<file path="src/rtl/fbx_pkg.sv">
// ----------------------------------------------------------------------------
// fbx_pkg
// Shared types and constants of the four-band crossover magnitude pipeline.
// ----------------------------------------------------------------------------
package fbx_pkg;

  // cordic datapath word, Q2.30 with headroom
  localparam int XW = 34;
  typedef logic signed [XW-1:0] cval_t;

  // per-item sideband traveling along the pipeline
  typedef struct packed {
    logic valid;
    logic last;
    logic in_range;
  } meta_t;

  // configuration register indexes
  typedef enum logic [2:0] {
    REG_FIRST_GAIN  = 3'd0,
    REG_SECOND_GAIN = 3'd1,
    REG_THIRD_GAIN  = 3'd2,
    REG_PHASE_SCALE = 3'd3,
    REG_NYQUIST     = 3'd4
  } cfg_reg_t;

  localparam logic [30:0] HALF_PI_Q30     = 31'd1686629713;
  localparam logic [29:0] CORDIC_GAIN_Q30 = 30'd652032874;
  localparam logic [16:0] ONE_Q16         = 17'd65536;

  // truncated atan(2^-i) in Q2.30 radians
  localparam logic [30:0] ATAN_Q30 [24] = '{
    31'd843314856, 31'd497837829, 31'd263043836, 31'd133525158,
    31'd67021686,  31'd33543515,  31'd16775850,  31'd8388437,
    31'd4194282,   31'd2097149,   31'd1048575,   31'd524287,
    31'd262143,    31'd131071,    31'd65535,     31'd32767,
    31'd16383,     31'd8191,      31'd4095,      31'd2047,
    31'd1023,      31'd511,       31'd255,       31'd127
  };

  // quotient bits of the ratio divider, one divider cell each
  localparam int QW = 17;

  // cycles from split input to lp/hp output
  localparam int SPLIT_LAT = 9 + QW;

endpackage

</file>
<file path="src/rtl/fbx_cordic_cell.sv">
// ----------------------------------------------------------------------------
// fbx_cordic_cell
// One registered rotation-mode CORDIC iteration.
// ----------------------------------------------------------------------------
module fbx_cordic_cell #(
  parameter int STEP = 0
) (
  input  logic          clk,
  input  logic          rst,
  input  logic          en,
  input  fbx_pkg::meta_t meta_in,
  input  fbx_pkg::cval_t x_in,
  input  fbx_pkg::cval_t y_in,
  input  fbx_pkg::cval_t z_in,
  output fbx_pkg::meta_t meta_out,
  output fbx_pkg::cval_t x_out,
  output fbx_pkg::cval_t y_out,
  output fbx_pkg::cval_t z_out
);
  import fbx_pkg::*;

  cval_t dx;
  cval_t dy;
  cval_t ang;

  // floor shifts and angle of this step
  assign dx  = x_in >>> STEP;
  assign dy  = y_in >>> STEP;
  assign ang = $signed({{(XW-31){1'b0}}, ATAN_Q30[STEP]});

  // sideband
  always_ff @(posedge clk) begin
    if (rst) begin
      meta_out <= '0;
    end else if (en) begin
      meta_out <= meta_in;
    end
  end

  // rotate toward zero residual angle
  always_ff @(posedge clk) begin
    if (en) begin
      if (z_in >= 0) begin
        x_out <= x_in - (y_in >>> STEP);
        y_out <= y_in + dx;
        z_out <= z_in - ang;
      end else begin
        x_out <= x_in + (y_in >>> STEP);
        y_out <= y_in - dx;
        z_out <= z_in + ang;
      end
    end
  end

  // dy kept for symmetry of the rotation terms
  logic unused_dy;
  assign unused_dy = ^dy;

endmodule

</file>
<file path="config.mk">
export PLATFORM = sky130hd
export DESIGN_NAME = fbx_cordic_cell
export DESIGN_NICKNAME = d
export VERILOG_FILES = /design/src/rtl/fbx_pkg.sv /design/src/rtl/fbx_cordic_cell.sv
export SDC_FILE = /design/constraint.sdc
export NUM_CORES = 1
export LEC_CHECK = 0
export ABC_CLOCK_PERIOD_IN_PS = 6400
export BUFFER_PORTS_ARGS = -buffer_cell sky130_fd_sc_hd__buf_2
export CORE_MARGIN = 5
export CORE_UTILIZATION = 50
export CTS_CLUSTER_DIAMETER = 100
export DETAILED_ROUTE_END_ITERATION = 6
export PLACE_DENSITY = 0.83
export SLEW_MARGIN = 40
export SYNTH_ARGS = -nofsm -noshare
export SYNTH_HDL_FRONTEND = slang
export SYNTH_SLANG_ARGS = --single-unit
</file>
<file path="constraint.sdc">
create_clock -name clk -period 6.4 [get_ports clk]
set_clock_uncertainty 0.15 [all_clocks]
set_input_delay 0 -clock clk [delete_from_list [all_inputs] [get_ports clk]]
set_output_delay 0 -clock clk [all_outputs]
set_load 0.1 [all_outputs]
</file>
==> results.md <==
- Antenna cell count: 0
- H-tree depth: 3
- Clock sink count: between 100 and 150
- Hold WC Path Type: input pin to flop
- Clock slew at reported path FFs: approximately 80 ps
- Slowest stage delay, CP: 650 ps
- Clock Path Buffers: 2
- CP endpoint kind: flop
- Worst Hold End: z_out[31]$_DFFE_PP_
- Min-delay src: z_in[31]
- Starting density of the core: 51.0%
- Placer Congestion: between 0.9 and 1
- Slew Viols, Final: 0
- Placed Area: 11900 µm²
- Max-slew headroom: 50.4%
- Rows: 53
- Worst-Skew Late Latency: 360 ps
- Reg2reg start: meta_out[2]$_SDFFE_PP0P_
- Max Cap Viol: 0
- Hold depth: 3
- Finished Core Util: 58.3%
- FF-to-FF End: meta_out[2]$_SDFFE_PP0P_
- Post-CTS sizing: 0
- CTS Root Cell: clkbuf_16
- Full die area: approximately 25000 µm²
- Most used flip-flop cell after synthesis: edfxtp_1
- Synthesized flop and latch total: 104
- Post-synthesis cell count: 1250
- Initial antenna violation count: 0
- DRT iter0 DRCs: just over 1k
- Lkg Pwr: 5.57 nW
- Sequential-to-total area share from yosys stat: approximately 29%
- Die Height: 157 µm
- Vias per cell: between 6 and 7
- Die span in x: 157 µm
- Share of layout cells above drive strength 1: 17.7%
- Yosys warnings: 0
- Core area: 21200 µm²
- Synthesis-to-finish area growth: 14.4%
- Hold Vio Cnt, Final: 0
- Largest net degree at the start of global routing: 72
- Design area: 12300 µm²
- Fillcell total: around 1.9k
- RSZ-0062 raised after global routing: false
- Port-buffer cells: approximately 210
- Synth unique cells: 77
- Post-DP HPWL: around 26000 µm
- Worst-path maximum fanout: 59
- Number of buffers and inverters on the critical path: 4
- Routed vias: 10.3k
- Slowest-stage cell, CP: buf_4
- Final #Nets: 1684
- DRC viols: 0
- Global-route wire length before repair: 51900 µm
- CTS tree: yes
- Routed Wire Length: 33500 µm
- Drt pass-1 iters: 6
- P per Cell Area: 266 nW/µm²
- Setup violators final: 0
- Critical setup path kind: input pin to flop
- Fin crit share: between 70% and 80%
- R2R setup slack: 5110 ps
- Avg Inst Size Synth: around 8.6 µm²
- Avg WL per Cell: 19.4 µm
- I/O pins: 213
- Synth Net Count: ~1.5k
- Actual slew at the worst max-slew pin: 735 ps
- TNS Setup: 0 ps
- Reg2Reg Depth: 3
- Status: complete, no violations
- CP cell instances: dlygate4sd3_1 -> buf_2 -> inv_1 -> ha_1 -> nor4b_1 -> nand4_1 -> nor3_1 -> nand2b_2 -> buf_4 -> ha_1 -> a21o_1 -> a21o_1 -> a21oi_1 -> nand2_1 -> a221o_1 -> a41o_1 -> a21oi_1 -> xor2_1
- CP top delay family: compound AO/OA/AOI/OAI gates
- Global Route Usage Sum: about a quarter
- Vias in the first global route: 10.0k
- CTS buffer count: 9
- Crit path launch type: input pin
- Total grt overflow: 0
- FMAX: 210 MHz
- Post-synth EDFFs: 101
- Tmin final: 4770 ps
- Required time worst endpoint: 6360 ps
- Post-synth ARST share: 0%
- Worst ir drop on vdd: about 0.16 mV
- CP arrival: 4730 ps
- Netlist Area Pre-Place: 10800 µm²
- Detail Route Antenna Nets: 0
[cell families (layout without fill, tap and decap cells)]
| kind of cell | Yosys count | after routing | synth area share, % |
|---|---|---|---|
| AOI/OAI and AO/OA | 429 | 429 | 25.9 |
| xor gates and xnor gates | 91 | 91 | 7.39 |
| adders and majority gates | 133 | 133 | 15.7 |
| buffers and inverters | 172 | 370 | 7.16 |
| DFF | 104 | 104 | 28.7 |
| muxes | 19 | 19 | 1.76 |
| and+or+nand+nor | 302 | 302 | 13.4 |
[per-layer routing]
layer  part of all wire (%)  track usage, %
met1                     41            35.0
met2                     47            44.1
met3                    9.0            3.90
met4                    2.5            8.18
met5                      0               0
[sequential cells by signal (all words and copies together) (netlist names)]
register	cells
z_out	34
meta_out	3
x_out	34
y_out	33
[area by class of cell]
type	count	area [µm²]	area share, %
well taps	275	344	2.79
inverters	124	465	3.77
multi-input cells	974	6920	56.1
flip-flops and latches	104	3090	25.1
clock inverters	4	31.3	0.254
clock buffers	12	246	2.00
repair buffers	230	1240	10.0
[worst reg2reg max path: stages (launching register included)]
cell and delay [ps]:
dfxtp_1 310, mux2i_1 120, nor2_1 50, dlygate4sd3_1 540
[cells in the mapped netlist (11+ instances only)]
cell	count	share of area, %
a211oi_1	13	0.91
a21o_1	32	2.2
a21oi_1	137	6.4
a31oi_1	21	1.2
buf_6	12	1.3
clkbuf_1	24	0.84
edfxtp_1	101	28
ha_1	129	15
inv_1	120	4.2
mux2i_1	19	1.8
nand2_1	75	2.6
nand2b_1	12	0.70
nand3_1	15	0.70
nand4_1	18	1.0
nor2_1	96	3.3
nor2b_1	15	0.87
nor3_1	21	0.97
nor4_1	14	0.81
o211ai_1	11	0.77
o21a_1	15	1.0
o21ai_0	86	4.0
o21bai_1	30	2.1
xnor2_1	73	5.9
xor2_1	18	1.5
[stage by stage]
step	hold slack (ps)	total power [W]	std cells	setup WS, ps
after floorplan	-77.6	0.00236	1250	2300
after global placement	43.0	0.00270	1693	2060
after detailed placement	51.4	0.00271	1693	1910
after CTS	8.48	0.00327	1723	1730
after global routing	31.2	0.00341	1723	1320
final	15.3	0.00328	1723	1630
[how the worst max path moves through the flow]
stage               startpoint             endpoint  depth (start not counted)
floorplan             z_in[32]  z_out[32]$_DFFE_PP_                         20
global placement      z_in[33]  z_out[32]$_DFFE_PP_                         17
detailed placement    z_in[33]  z_out[32]$_DFFE_PP_                         17
CTS                   z_in[33]  z_out[32]$_DFFE_PP_                         18
global route          z_in[33]  z_out[32]$_DFFE_PP_                         19
finish                z_in[33]  z_out[32]$_DFFE_PP_                         18
[cell usage in the layout, fill, tap and decap left out, types with 9 or more instances in the layout]
master	count
inv_1	119
o211ai_1	11
a31oi_1	21
xor2_1	18
nand4_1	18
a21o_1	32
a21oi_1	137
nand2_1	75
nand3_1	15
buf_2	211
nand2b_1	11
dlygate4sd3_1	14
ha_1	129
mux2i_1	19
nor2b_1	15
a211oi_1	13
xnor2_1	73
nor3_1	21
o21a_1	15
nor2_1	96
nor4_1	14
clkbuf_16	9
o21ai_0	86
edfxtp_1	101
o21bai_1	30
[report_power, final]
| group | leakage [nW] | switching [W] | internal (W) |
|---|---|---|---|
| Sequential | 1.01 | 0.0000315 | 0.000897 |
| Combinational | 4.42 | 0.00139 | 0.000404 |
| Clock | 0.137 | 0.000279 | 0.000278 |
| Total | 5.57 | 0.00170 | 0.00158 |
[what timing repair did]
action	4_1_cts	5_1_grt
hold buffers	14	0
hold endpoints to repair	44	0
buffers inserted	0	0
(Power assumes the default switching activity.)
